<file path="src/ratio_timer_with_alarm_assert.svh">
// ----------------------------------------------------------------------------
// ratio timer assertion macros
// shorthand for clocked implication checks under an active-low reset
// ----------------------------------------------------------------------------
`ifndef RATIO_TIMER_WITH_ALARM_ASSERT_SVH
`define RATIO_TIMER_WITH_ALARM_ASSERT_SVH

// same-cycle implication
`define RTA_ASSERT_NOW(label, ante, cons, msg) \
    label: assert property (@(posedge clk) disable iff (!rst_n) (ante) |-> (cons)) \
        else $error(msg);

// next-cycle implication
`define RTA_ASSERT_NEXT(label, ante, cons, msg) \
    label: assert property (@(posedge clk) disable iff (!rst_n) (ante) |=> (cons)) \
        else $error(msg);

`endif

</file>
<file path="src/rta_pkg.sv">
// ----------------------------------------------------------------------------
// rta_pkg
// shared widths, request and register codes, alarm helper functions
// ----------------------------------------------------------------------------
package rta_pkg;

    localparam int RATIO_BITS = 32;
    localparam int DATA_W     = 32;
    localparam int CNT_W      = 56;
    // count bits that make up the low register word (time bits 31..5)
    localparam int LOW_W      = 27;
    localparam int HIGH_W     = CNT_W - LOW_W;
    localparam int SHIFT_W    = DATA_W - LOW_W;
    // dividend is phase plus denominator, one bit wider than a ratio value
    localparam int ACC_W      = RATIO_BITS + 1;
    localparam int DIV_CNT_W  = $clog2(ACC_W);

    localparam logic [1:0] REQ_TICK  = 2'd0;
    localparam logic [1:0] REQ_READ  = 2'd1;
    localparam logic [1:0] REQ_WRITE = 2'd2;

    localparam logic [2:0] SEL_INTR    = 3'd0;
    localparam logic [2:0] SEL_INTR_EN = 3'd1;
    localparam logic [2:0] SEL_NUM     = 3'd2;
    localparam logic [2:0] SEL_DEN     = 3'd3;
    localparam logic [2:0] SEL_TIME_LO = 3'd4;
    localparam logic [2:0] SEL_TIME_HI = 3'd5;
    localparam logic [2:0] SEL_ALARM   = 3'd6;
    localparam logic [2:0] SEL_NONE    = 3'd7;

    localparam logic [DATA_W-1:0] ALARM_BIT = DATA_W'(1);

    typedef logic [CNT_W-1:0] count_t;

    // alarm placed in the current epoch, or the next one if not ahead of now
    function automatic count_t place_alarm(input count_t now, input logic [LOW_W-1:0] low);
        count_t target;
        target = {now[CNT_W-1:LOW_W], low};
        if (low <= now[LOW_W-1:0])
        begin
            target = target + (count_t'(1) << LOW_W);
        end
        return target;
    endfunction

    // distance zero or already passed (top bit of the wrapped distance set)
    function automatic logic alarm_reached(input count_t now, input count_t when_t);
        count_t lead_cnt;
        lead_cnt = when_t - now;
        return (lead_cnt == '0) || lead_cnt[CNT_W-1];
    endfunction

endpackage

</file>
<file path="src/ratio_timer_with_alarm.sv">
// ----------------------------------------------------------------------------
// ratio_timer_with_alarm
// register-mapped ratio timer with a self re-arming alarm, one result per item
// ----------------------------------------------------------------------------
// a running tick passes the divide, add and alarm states before its result;
// writes and reads of the pending register pass the alarm then the apply state,
// other reads only the apply state; a stopped tick, an unmapped write or an
// unknown request goes straight to the result. A new item is accepted only
// after the previous result is taken; the tick uses a radix-2 restoring divider
// reset: all timer state cleared, alarm disarmed, source clock marked present
// ----------------------------------------------------------------------------
`include "ratio_timer_with_alarm_assert.svh"

module ratio_timer_with_alarm
    import rta_pkg::*;
(
    input  logic              clk,
    input  logic              rst_n,
    // configuration: source clock present
    input  logic              cfg_wr_en,
    input  logic              cfg_wr_data,
    // request channel
    input  logic              in_valid,
    output logic              in_ready,
    input  logic [1:0]        req_type,
    input  logic [2:0]        reg_sel,
    input  logic [DATA_W-1:0] write_data,
    // result channel
    output logic              out_valid,
    input  logic              out_ready,
    output logic [DATA_W-1:0] read_data,
    output logic              irq,
    output logic              alarm_hit
);

    // sequencer states
    localparam logic [2:0] S_IDLE  = 3'd0;
    localparam logic [2:0] S_DIV   = 3'd1; // one quotient bit per cycle
    localparam logic [2:0] S_ADD   = 3'd2; // count += quotient
    localparam logic [2:0] S_ALARM = 3'd3; // alarm compare and latch
    localparam logic [2:0] S_APPLY = 3'd4; // register read or write
    localparam logic [2:0] S_DONE  = 3'd5; // result held until taken

    logic [2:0]            state_reg, state_next;

    // timer state
    count_t                count_reg, count_next;
    // phase doubles as the divider remainder during a tick
    logic [RATIO_BITS-1:0] phase_reg, phase_next;
    logic [RATIO_BITS-1:0] num_reg, num_next;
    logic [RATIO_BITS-1:0] den_reg, den_next;
    count_t                alarm_when_reg, alarm_when_next;
    logic                  alarm_on_reg, alarm_on_next;
    logic [DATA_W-1:0]     irq_en_reg, irq_en_next;
    logic [DATA_W-1:0]     pending_reg, pending_next;
    logic                  clk_on_reg;

    // divider: dividend shifts out as quotient shifts in
    logic [ACC_W-1:0]      quo_reg, quo_next;
    logic [DIV_CNT_W-1:0]  div_cnt_reg, div_cnt_next;

    // captured transaction
    logic [1:0]            req_reg, req_next;
    logic [2:0]            sel_reg, sel_next;
    logic [DATA_W-1:0]     data_reg, data_next;

    // result
    logic [DATA_W-1:0]     rd_reg, rd_next;
    logic                  hit_reg, hit_next;

    logic                  running;
    logic [ACC_W-1:0]      trial;
    logic [ACC_W-1:0]      trial_diff;
    logic                  trial_ge;

    assign running = (num_reg != '0) && (den_reg != '0) && clk_on_reg;

    // subtract-and-compare step of the divider
    assign trial      = {phase_reg, quo_reg[ACC_W-1]};
    assign trial_ge   = trial >= ACC_W'(num_reg);
    assign trial_diff = trial - ACC_W'(num_reg);

    assign in_ready  = (state_reg == S_IDLE);
    assign out_valid = (state_reg == S_DONE);
    assign read_data = rd_reg;
    assign alarm_hit = hit_reg;
    assign irq       = |(pending_reg & irq_en_reg);

    always_comb
    begin
        state_next      = state_reg;
        count_next      = count_reg;
        phase_next      = phase_reg;
        num_next        = num_reg;
        den_next        = den_reg;
        alarm_when_next = alarm_when_reg;
        alarm_on_next   = alarm_on_reg;
        irq_en_next     = irq_en_reg;
        pending_next    = pending_reg;
        quo_next        = quo_reg;
        div_cnt_next    = div_cnt_reg;
        req_next        = req_reg;
        sel_next        = sel_reg;
        data_next       = data_reg;
        rd_next         = rd_reg;
        hit_next        = hit_reg;

        case (state_reg)
            S_IDLE:
            begin
                if (in_valid)
                begin
                    req_next  = req_type;
                    sel_next  = reg_sel;
                    data_next = write_data;
                    rd_next   = '0;
                    hit_next  = 1'b0;
                    case (req_type)
                        REQ_TICK:
                        begin
                            if (running)
                            begin
                                // dividend = phase + den, remainder starts at zero
                                quo_next     = ACC_W'(phase_reg) + ACC_W'(den_reg);
                                phase_next   = '0;
                                div_cnt_next = DIV_CNT_W'(ACC_W - 1);
                                state_next   = S_DIV;
                            end
                            else
                            begin
                                state_next = S_DONE;
                            end
                        end
                        REQ_READ:
                        begin
                            // reading the pending register checks the alarm first
                            state_next = (reg_sel == SEL_INTR) ? S_ALARM : S_APPLY;
                        end
                        REQ_WRITE:
                        begin
                            state_next = (reg_sel != SEL_NONE) ? S_ALARM : S_DONE;
                        end
                        default:
                        begin
                            state_next = S_DONE;
                        end
                    endcase
                end
            end
            S_DIV:
            begin
                phase_next = trial_ge ? trial_diff[RATIO_BITS-1:0] : trial[RATIO_BITS-1:0];
                quo_next   = {quo_reg[ACC_W-2:0], trial_ge};
                if (div_cnt_reg == '0)
                begin
                    state_next = S_ADD;
                end
                else
                begin
                    div_cnt_next = div_cnt_reg - DIV_CNT_W'(1);
                end
            end
            S_ADD:
            begin
                count_next = count_reg + CNT_W'(quo_reg);
                state_next = S_ALARM;
            end
            S_ALARM:
            begin
                if (alarm_on_reg && running && alarm_reached(count_reg, alarm_when_reg))
                begin
                    pending_next    = pending_reg | ALARM_BIT;
                    // re-arm at the same low word, in the current epoch or the next one if not ahead of now
                    alarm_when_next = place_alarm(count_reg, alarm_when_reg[LOW_W-1:0]);
                    hit_next        = 1'b1;
                end
                state_next = (req_reg == REQ_TICK) ? S_DONE : S_APPLY;
            end
            S_APPLY:
            begin
                if (req_reg == REQ_READ)
                begin
                    case (sel_reg)
                        SEL_INTR:    rd_next = pending_reg;
                        SEL_INTR_EN: rd_next = irq_en_reg;
                        SEL_NUM:     rd_next = DATA_W'(num_reg);
                        SEL_DEN:     rd_next = DATA_W'(den_reg);
                        SEL_TIME_LO: rd_next = {count_reg[LOW_W-1:0], {SHIFT_W{1'b0}}};
                        SEL_TIME_HI: rd_next = DATA_W'(count_reg[CNT_W-1:LOW_W]);
                        SEL_ALARM:   rd_next = {alarm_when_reg[LOW_W-1:0], {SHIFT_W{1'b0}}};
                        default:     rd_next = '0;
                    endcase
                end
                else
                begin
                    case (sel_reg)
                        SEL_INTR:    pending_next = pending_reg & ~data_reg;
                        SEL_INTR_EN: irq_en_next = data_reg;
                        SEL_NUM:
                        begin
                            num_next   = data_reg[RATIO_BITS-1:0];
                            phase_next = '0;
                        end
                        SEL_DEN:
                        begin
                            den_next   = data_reg[RATIO_BITS-1:0];
                            phase_next = '0;
                        end
                        SEL_TIME_LO:
                        begin
                            count_next = {count_reg[CNT_W-1:LOW_W], data_reg[DATA_W-1:SHIFT_W]};
                        end
                        SEL_TIME_HI:
                        begin
                            count_next = {data_reg[HIGH_W-1:0], count_reg[LOW_W-1:0]};
                        end
                        SEL_ALARM:
                        begin
                            alarm_when_next = place_alarm(count_reg, data_reg[DATA_W-1:SHIFT_W]);
                            alarm_on_next   = 1'b1;
                        end
                        default:
                        begin
                            alarm_on_next = alarm_on_reg;
                        end
                    endcase
                end
                state_next = S_DONE;
            end
            S_DONE:
            begin
                if (out_ready)
                begin
                    state_next = S_IDLE;
                end
            end
            default:
            begin
                state_next = S_IDLE;
            end
        endcase
    end

    // control and architectural state
    always_ff @(posedge clk or negedge rst_n)
    begin
        if (!rst_n)
        begin
            state_reg      <= S_IDLE;
            count_reg      <= '0;
            phase_reg      <= '0;
            num_reg        <= '0;
            den_reg        <= '0;
            alarm_when_reg <= '0;
            alarm_on_reg   <= 1'b0;
            irq_en_reg     <= '0;
            pending_reg    <= '0;
            clk_on_reg     <= 1'b1;
            div_cnt_reg    <= '0;
            rd_reg         <= '0;
            hit_reg        <= 1'b0;
        end
        else
        begin
            state_reg      <= state_next;
            count_reg      <= count_next;
            phase_reg      <= phase_next;
            num_reg        <= num_next;
            den_reg        <= den_next;
            alarm_when_reg <= alarm_when_next;
            alarm_on_reg   <= alarm_on_next;
            irq_en_reg     <= irq_en_next;
            pending_reg    <= pending_next;
            div_cnt_reg    <= div_cnt_next;
            rd_reg         <= rd_next;
            hit_reg        <= hit_next;
            if (cfg_wr_en)
            begin
                clk_on_reg <= cfg_wr_data;
            end
        end
    end

    // payload holding registers, no reset needed
    always_ff @(posedge clk)
    begin
        quo_reg  <= quo_next;
        req_reg  <= req_next;
        sel_reg  <= sel_next;
        data_reg <= data_next;
    end

    // checks
    `RTA_ASSERT_NOW(a_ready_result_excl, in_ready, !out_valid, "ready while result pending")
    `RTA_ASSERT_NEXT(a_div_ends, (state_reg == S_DIV) && (div_cnt_reg == '0),
                     state_reg == S_ADD, "divider overran")
    `RTA_ASSERT_NOW(a_phase_below_num, (state_reg == S_ALARM) && (req_reg == REQ_TICK),
                    phase_reg < num_reg, "remainder not below numerator")
    `RTA_ASSERT_NOW(a_hit_needs_armed, out_valid && alarm_hit, alarm_on_reg,
                    "alarm hit while disarmed")
    `RTA_ASSERT_NEXT(a_ready_after_take, out_valid && out_ready, in_ready,
                     "not ready after result taken")

endmodule
</file>
<file path="config.mk">
export PLATFORM = sky130hd
export DESIGN_NAME = ratio_timer_with_alarm
export DESIGN_NICKNAME = d
export VERILOG_FILES = /design/src/rta_pkg.sv /design/src/ratio_timer_with_alarm.sv
export VERILOG_INCLUDE_DIRS = /design/src /design/src/src
export SDC_FILE = /design/constraint.sdc
export NUM_CORES = 1
export LEC_CHECK = 0
export BUFFER_PORTS_ARGS = -buffer_cell sky130_fd_sc_hd__buf_2
export CAP_MARGIN = 20
export CORE_ASPECT_RATIO = 1.1
export CORE_MARGIN = 2
export CORE_UTILIZATION = 24
export CTS_CLUSTER_DIAMETER = 60
export DETAILED_ROUTE_END_ITERATION = 12
export GPL_TIMING_DRIVEN = 0
export PLACE_DENSITY = 0.35
export SLEW_MARGIN = 0
export SYNTH_ARGS = -nofsm -noshare
export SYNTH_HDL_FRONTEND = slang
export SYNTH_SLANG_ARGS = --single-unit
</file>
<file path="constraint.sdc">
create_clock -name clk -period 6.2 [get_ports clk]
set_input_delay 1.86 -clock clk [delete_from_list [all_inputs] [get_ports clk]]
set_output_delay 1.86 -clock clk [all_outputs]
set_load 0.01 [all_outputs]
</file>
# ---- Word-level counts from Yosys, hierarchy flattened
# Cells that the tools add are included.
dict set report totals {
  mem_bits_rw 0
  romBits 0
  elab_cells 151
  latchBits 0
  input_bits 43
  memories 0
  reg_bits 386
  output_inout_bits 36
}
dict set report op_classes {
  mux 45
  n_eq_ne 32
  bitwise_logic 5
  order_cmp 3
  shifts 0
  n_reduce_logical 39
  multipliers 0
  n_addsub 7
  div 0
}
# operator count
set ops {}
lappend ops {{$mux W56} 6}
lappend ops {{$pmux W56 S2} 3}
lappend ops {{$mux W32} 10}
lappend ops {{$pmux W32 S7} 1}
lappend ops {{$pmux W32 S2} 2}
lappend ops {{$add A56 B28 Y56 const B} 2}
lappend ops {{$mux W33} 3}
lappend ops {{$pmux W32 S3} 1}
lappend ops {{$pmux W33 S2} 1}
lappend ops {{$and A32 B32 Y32} 2}
lappend ops {{$reduce_bool A32 Y1} 2}
lappend ops {{$add A56 B33 Y56} 1}
lappend ops {{$logic_not A56 Y1} 1}
lappend ops {{$sub A56 B56 Y56} 1}
lappend ops {{$le A27 B27 Y1} 2}
lappend ops {{$add A32 B32 Y33} 1}
lappend ops {{$ge A33 B32 Y1} 1}
lappend ops {{$not A32 Y32} 1}
lappend ops {{$reduce_or A32 Y1} 1}
lappend ops {{$sub A32 B32 Y32} 1}
lappend ops {{$mux W6} 4}
lappend ops {{$reduce_and A4 Y1} 6}
lappend ops {{$ne A2 B2 Y1 const B} 11}
lappend ops {{$reduce_and A3 Y1} 7}
lappend ops {{26 further kinds} 60}

# ---- Logic depth before layout (Yosys ltp)
# Gate-level depths: netlist (run 1).
dict set report logic_depth {
  word_depth 7
  depth_mapped 18
}

# ---- Worst setup path after synthesis (run 1)
# Ideal clock, no wire load.
dict set report synth_timing {
  path_kind {input port to flip-flop}
  start {in in_valid}
  end {reg rd_reg[12], in the netlist read_data[12]}
  setup_time_ps 70
  slack_ps 2093
  stages 4
  t_arrival_ps 4037
  required_time_ps 6130
  cell_sequence {and2_1 a21oi_1 a311oi_1 a22o_1}
}
dict set report synth_via {
  elab_chain_cells 2
}
# item line_no
set synth_lines {}
lappend synth_lines {{start: declaration} ratio_timer_with_alarm.sv:23} ;# input logic in_valid,
lappend synth_lines {{$ne A2 B2 Y1 (no line)} n/a}
lappend synth_lines {{$reduce_and A3 Y1 (no line)} n/a}
lappend synth_lines {{end signal: assignment} ratio_timer_with_alarm.sv:275} ;# rd_reg <= rd_next;
lappend synth_lines {{end: declaration} ratio_timer_with_alarm.sv:68} ;# logic [DATA_W-1:0] rd_reg, rd_next;
# Every way passes these cells.
# A chain may end at the register's enable or synchronous reset.

# ---- Worst setup path in the final report (run 1)
dict set report layout_timing {
  start {reg count_reg[39]}
  end {reg alarm_when_reg[45]}
}
dict set report layout_via {
  elab_chain_cells 6
  word_cells_on_any_way 14
  cone_classes {add/sub: 3; eq/ne: 1; mux: 6; reduce/logical: 4}
}
# item line_no
set layout_lines {}
lappend layout_lines {{start: declaration} ratio_timer_with_alarm.sv:47} ;# count_t count_reg, count_next;
lappend layout_lines {{start signal: assignment} ratio_timer_with_alarm.sv:266} ;# count_reg <= count_next;
lappend layout_lines {{$sub A56 B56 Y56} rta_pkg.sv:49} ;# lead_cnt = when_t - now;
lappend layout_lines {{$logic_not A56 Y1} rta_pkg.sv:50} ;# return (lead_cnt == '0) || lead_cnt[CNT_W-1];
lappend layout_lines {{$logic_or A1 B1 Y1} rta_pkg.sv:50}
lappend layout_lines {{$logic_and A1 B1 Y1} ratio_timer_with_alarm.sv:170} ;# if (alarm_on_reg && running && alarm_reached(count_reg, alarm_when_reg))
lappend layout_lines {{$ne A2 B2 Y1 (no line)} n/a}
lappend layout_lines {{$reduce_and A4 Y1 (no line)} n/a}
lappend layout_lines {{end signal: assignment} ratio_timer_with_alarm.sv:270} ;# alarm_when_reg <= alarm_when_next;
lappend layout_lines {{end: declaration} ratio_timer_with_alarm.sv:52} ;# count_t alarm_when_reg, alarm_when_next;
# Several ways; a longest one is shown, not always the timed one. The select of a mux whose other input is x is not followed.

==> reports/metrics.cfg, run 1 <==
[run_status]
outcome = completed

[flow_run]
maxCapViolations = 0

[pwr]
p_leak_nw = 13.6
finalPower_mw = 21.3
p_int_mw = 10.2
clockPowerShare = 0.159
switching_share = 0.522
vdd_drop_max_uv = 225
pwr-share-seq = 0.259
power_density_nw_per_um2 = 673
p_sw_mw = 11.1
power_frac_comb = 0.581

[sta]
relSlewSlack = 0.264
setup_viol_count_final = 0
drv_slew = 0
fin_crit_sh = 0.935
worst_slew_pin_slew_ps = 1100
period_minus_slack_ps = 5800
rsz0062_at_grt = false
final-hold-violation-count = 0
tns_ps = 0
skew_ps = 28.5
fmax_mhz = 173

[setup_path]
r2r_cells = 18
critPathArrivalTime_ps = 6320
path_class = reg -> reg
r2r-end = alarm_when_reg[45]
cp.required_ps = 6730
r2r-start = count_reg[39]
end_kind = flop
cp-start-kind = flop
worstPathMaxFanout = 10
rrSetupSlack_ps = 400

[clocking]
clock-root-buffer = clkbuf_16
clk_pin_slew_ps = 60
cts.htree.levels = 2
cts_tree = done
cts.sinks = 386
cts_resized = 0
clock_path_buffers = 3
clock_latency_ps = 650
hold_buffers = 0
cts_setup_buffers = 0
numCtsBuffers = 54

[global_routing]
grt_max_degree = 103
antenna_found_initial = 6
grt_pass1_vias = 25300
gr-total-overflow = 0
grt_usage = 0.239
grt_first_pass_wirelength_um = 198000

[layout]
postLayoutCoreUtil = 0.281
instances_no_fill = 4758
num-nets-final = 3434
final_area_sq_um = 31700
area.growth.synth_to_final_pct = 16.1
diodes = 0
drive_above_1_share = 0.115

[synth]
synth_common_cells = nand2_1 (348), dfrtp_1 (315), a21oi_1 (250)
synth_xor_area_frac = 0.0440
avgSynthCellArea_sq_um = 8.90
muxShareOfSynthArea = 0.0684
yosysMostFrequentCell = nand2_1
yosys_register_bits = 386
synthSimpleGateAreaFrac = 0.152
syn_nets = 3292
yosys.area.top_type = dfrtp_1
synth-adder-area-share = 0.0857
synth_top_family_by_area = compound AO/OA/AOI/OAI gates
synth_area_leaders = dfrtp_1 (29%), ha_1 (8.3%), edfxtp_1 (7.7%)
synth_top_area_frac = 0.289
synth_compound_area_frac = 0.240
yosysWarnings = 0
ys_seq_area_frac = 0.367
async_reset_ff_frac = 0.819
ys.flop_type = dfrtp_1
synth_edf_count = 70
synth_cells = 3064
syn_area_sq_um = 27300
synthDistinctLibCells = 94

[placed_design]
place_congestion = 0.954
hpwl_um = 115000
dpl_cell_area_sq_um = 29700
dp_cells = 4656
io_buffer_count = 78

[floorplanning]
dieHeight_um = 358
core_area_sq_um = 113000
initial_core_util = 0.242
die_area_sq_um = 116000
die_w_um = 325
rows = 129
ios = 79

[routing]
dr.pass1.iters = 5
vias_per_cell = 5.38
avgRoutedWirePerCell_um = 29.9
drc = 0
vias = 25600
initialDrtViolationCount = 1989
ant_nets = 0
totalWireLength_um = 142000

[hold_path]
hold_path_depth = 2
hold_start = read_data[9]
hp-class = reg -> reg
whs_endpoint = read_data[9]

## cell usage in the layout (no fill, tap or decap), types with 34 or more instances in the layout
| cell type | instances |
|---|---|
| o21ai_0 | 248 |
| a21oi_1 | 250 |
| ha_1 | 182 |
| a22o_1 | 36 |
| a22oi_1 | 54 |
| dfrtp_1 | 315 |
| a21boi_0 | 37 |
| xor2_1 | 50 |
| inv_1 | 136 |
| clkbuf_16 | 56 |
| mux2_2 | 99 |
| nand4_1 | 55 |
| clkbuf_1 | 123 |
| nor2_1 | 231 |
| mux2i_1 | 42 |
| buf_2 | 98 |
| a21o_1 | 86 |
| nand2_1 | 348 |
| nor4_1 | 34 |
| edfxtp_1 | 70 |
| nor3_1 | 36 |
| nand3_1 | 46 |
| xnor2_1 | 87 |
## worst max-delay path by stage
stage,startpoint,to,slack (ps),depth (start not counted)
6_report,count_reg[39],alarm_when_reg[45],400,18
3_5_place_dp,count_reg[39],alarm_when_reg[45],350,18
5_1_grt,count_reg[39],alarm_when_reg[53],180,18
4_1_cts,count_reg[39],alarm_when_reg[45],310,18
2_1_floorplan,in_valid,read_data[12],2090,4
3_3_place_gp,rst_n,count_reg[22],-3530,1
## cell families after synthesis
| kind of cell | after synthesis |
|---|---|
| AND/OR/NAND/NOR | 894 |
| buffers and inverters | 292 |
| AO/OA/AOI/OAI | 1011 |
| multiplexers | 159 |
| adder cells (fa/ha/maj) | 185 |
| flip-flops | 386 |
| XOR/XNOR | 137 |
## power groups by stage
| stage | registers [mW] | clock network (mW) | logic (mW) |
|---|---|---|---|
| 6_report | 5.53 | 3.39 | 12.4 |
| 4_1_cts | 5.49 | 3.45 | 12.4 |
| 2_1_floorplan | 4.32 | 0 | 8.43 |
| 3_3_place_gp | 5.55 | 0 | 12.2 |
| 5_1_grt | 5.56 | 3.57 | 13.6 |
| 3_5_place_dp | 5.54 | 0 | 12.3 |
## cell type report
cell class | count | area, sq um
fill | 12100 | 81000
multi-input combinational | 2386 | 16100
sequential | 386 | 10000
tap | 1506 | 1880
clock buffer | 65 | 1520
buffer | 156 | 657
timing repair buffer | 86 | 561
inverter | 136 | 510
clock inverter | 37 | 422
## stage by stage
step,setup slack (ps),hold WS [ps]
floorplan,2090,434
global placement,-3530,458
detailed placement,345,462
CTS,311,484
global route,184,506
finish,403,480
## routing by layer
metal  track usage  up-vias  share of wire
li1              -    11600              -
met3        0.0259      220          0.039
met5             0        -              0
met1         0.296    13000           0.42
met4         0.113        0          0.054
met2         0.415      773           0.49
## worst max-delay path: stages (launching register included)
cell and delay (ps):
dfrtp_1 320, clkbuf_1 490, inv_1 210, ha_1 340
clkbuf_1 340, nand2_1 130, nor2_1 320, nand2_1 190
o21ai_0 440, o211ai_1 290, nor4bb_1 380, and4_1 230
nand4_1 100, nor4_1 660, nand4_1 340, and3_4 300
buf_6 150, buf_12 150, mux2_4 290
(Power assumes the default switching activity.)
==> run 2: changes to the inputs <==
ABC_AREA = 1   (was unset)
RECOVER_POWER = 50   (was unset)
==> run 2 against run 1 <==
Against the previous run: the run now ends with max-capacitance violations, max-slew violations left; cell count is 27% higher; die area is 7.1% higher; synthesized area grew 7.2%; sequential power is 14% lower; clock skew up 16 ps; global-route usage up 1.1 points; critical path depth is 13 lower; count of clock-buffer cells in the layout is 7 higher; core utilization decreased by 0.24 points; design area rose by 6.5%; total power fell by 0.22%; highest routed layer is now met5.
==> reports/metrics.cfg, run 2 <==
[run_status]
outcome = complete, but fails checks
violations = max-capacitance violations, max-slew violations

[layout]
mostFrequentLayoutCells = nand2_1 (1088), inv_1 (641), nor2_1 (360)
instances_no_fill = 6038
num-nets-final = 4585
layout_commonest_cell = nand2_1
area.growth.synth_to_final_pct = 15.5
drive_above_1_share = 0.0504

[sta]
fin_hold_ws_ps = 456
finalWorstSetupSlack_ps = 1290
final-hold-violation-count = 0
skew_ps = 44.8
period_minus_slack_ps = 4910
fmax_mhz = 203
fin_crit_sh = 0.793
rsz0062_at_grt = false
drv_slew = 327
tns_ps = 0
worst_slew_pin_slew_ps = 2900
setup_viol_count_final = 0
relSlewSlack = -0.932

[synth]
syn_area_sq_um = 29200
avgSynthCellArea_sq_um = 6.95
synth_area_leaders = dfrtp_1 (27%), nand2_1 (14%), inv_1 (8.2%)
yosys.area.top_type = dfrtp_1
synth_common_cells = nand2_1 (1088), inv_1 (640), nor2_1 (360)
yosysMostFrequentCell = nand2_1
async_reset_ff_frac = 0.819
synthDistinctLibCells = 54
ys_seq_area_frac = 0.343
synth_cells = 4205
synth_edf_count = 70
yosysWarnings = 0
synth_top_area_frac = 0.270
syn_nets = 4433
ys.flop_type = dfrtp_1
yosys_register_bits = 386

[global_routing]
antenna_found_initial = 2
grt_usage = 0.250
gr-total-overflow = 0
grt_max_degree = 105
grt_first_pass_wirelength_um = 222000
grt_pass1_vias = 30200

[setup_path]
r2r-start = count_reg[33]
cp-start-kind = flop
timing.critical_path.to = irq
end_kind = output pin
worstPathMaxFanout = 3
rrSetupSlack_ps = 1380
r2r-end = alarm_when_reg[45]
critPathArrivalTime_ps = 3050
path_class = reg -> out
r2r_cells = 26
startpoint = irq_en_reg[2]
cp.required_ps = 4340

[floorplanning]
die_w_um = 337
initial_core_util = 0.241
ios = 79
core_area_sq_um = 121000
die_area_sq_um = 125000
dieHeight_um = 370
rows = 134

[clocking]
cts.sinks = 386
hold_buffers = 0
clk_pin_slew_ps = 60
clock_latency_ps = 670
clock-root-buffer = clkbuf_16
cts_setup_buffers = 0
cts_tree = done
cts.htree.levels = 2
numCtsBuffers = 56
cts_resized = 0
clock_path_buffers = 3

[routing]
totalWireLength_um = 157000
vias = 29700
dr.pass1.iters = 6
avgRoutedWirePerCell_um = 26.0
vias_per_cell = 4.92
drc = 0
ant_nets = 0
initialDrtViolationCount = 2008

[flow_run]
maxCapViolations = 4

[pwr]
p_leak_nw = 16.1
vdd_drop_max_uv = 279
finalPower_mw = 21.3
power_density_nw_per_um2 = 630

[placed_design]
hpwl_um = 133000
dp_cells = 5931
io_buffer_count = 78
dp_slack_ps = 1380
place_congestion = 0.973

[hold_path]
hp-class = reg -> reg
hold_path_depth = 2

==> run 2: cells by family after synthesis <==
| kind of cell | share of synthesized area |
|---|---|
| adders and majority gates | 0.0800 |
| and+or+nand+nor | 0.254 |
| muxes | 0.000385 |
| buffers and inverters | 0.100 |
| AOI/OAI and AO/OA | 0.193 |
| DFF | 0.343 |
| xor gates and xnor gates | 0.0303 |
==> run 2: final cells by class <==
| class | instances | area, sq um |
|---|---|---|
| Clock buffer | 72 | 1560 |
| Antenna cell | 2 | 5.00 |
| Multi-Input combinational cell | 3049 | 16300 |
| Fill cell | 13800 | 87300 |
| Buffer | 119 | 482 |
| Clock inverter | 33 | 355 |
| Sequential cell | 386 | 10000 |
| Tap cell | 1632 | 2040 |
| Inverter | 651 | 2440 |
| Timing Repair Buffer | 94 | 532 |
==> run 2: worst max-delay path, cell delays in order (launching register included) <==
cell      delay (ps)
dfrtp_1          400
nand2_1           70
nand2_1          230
a221oi_1        1120
nand4_1          320
buf_2            250
==> run 2: metal layers <==
metal  global-route usage  share of wire  up-vias  routed length, um
li1                     -              -    14400                  -
met1                0.295           0.41    14400              64400
met2                0.447           0.50      718              78400
met3               0.0234          0.032      252               4970
met4                0.130          0.059        2               9340
met5                    0       0.000083        -                 13
==> run 2: worst min-delay path by stage <==
stage / startpoint / end / slack [ps]
6_report: alarm_on_reg / alarm_on_reg / 460
4_1_cts: alarm_on_reg / alarm_on_reg / 460
5_1_grt: alarm_on_reg / alarm_on_reg / 480
2_1_floorplan: data_reg[1] / pending_reg[1] / 420
3_5_place_dp: alarm_on_reg / alarm_on_reg / 440
3_3_place_gp: alarm_on_reg / alarm_on_reg / 440
==> run 2: power breakdown <==
part	internal [mW]	leakage (nW)	switching, mW	total, mW
registers	3.62	4.72	1.17	4.78
logic	3.98	10.5	9.12	13.1
clock network	1.97	0.931	1.41	3.38
==> run 2: stage by stage <==
stage / utilization / cell area (sq um)
6_report: 0.279 / 33700
5_1_grt: 0.279 / 33700
4_1_cts: 0.280 / 33900
3_5_place_dp: 0.264 / 31900
3_3_place_gp: 0.262 / 31700
2_1_floorplan: - / 29200
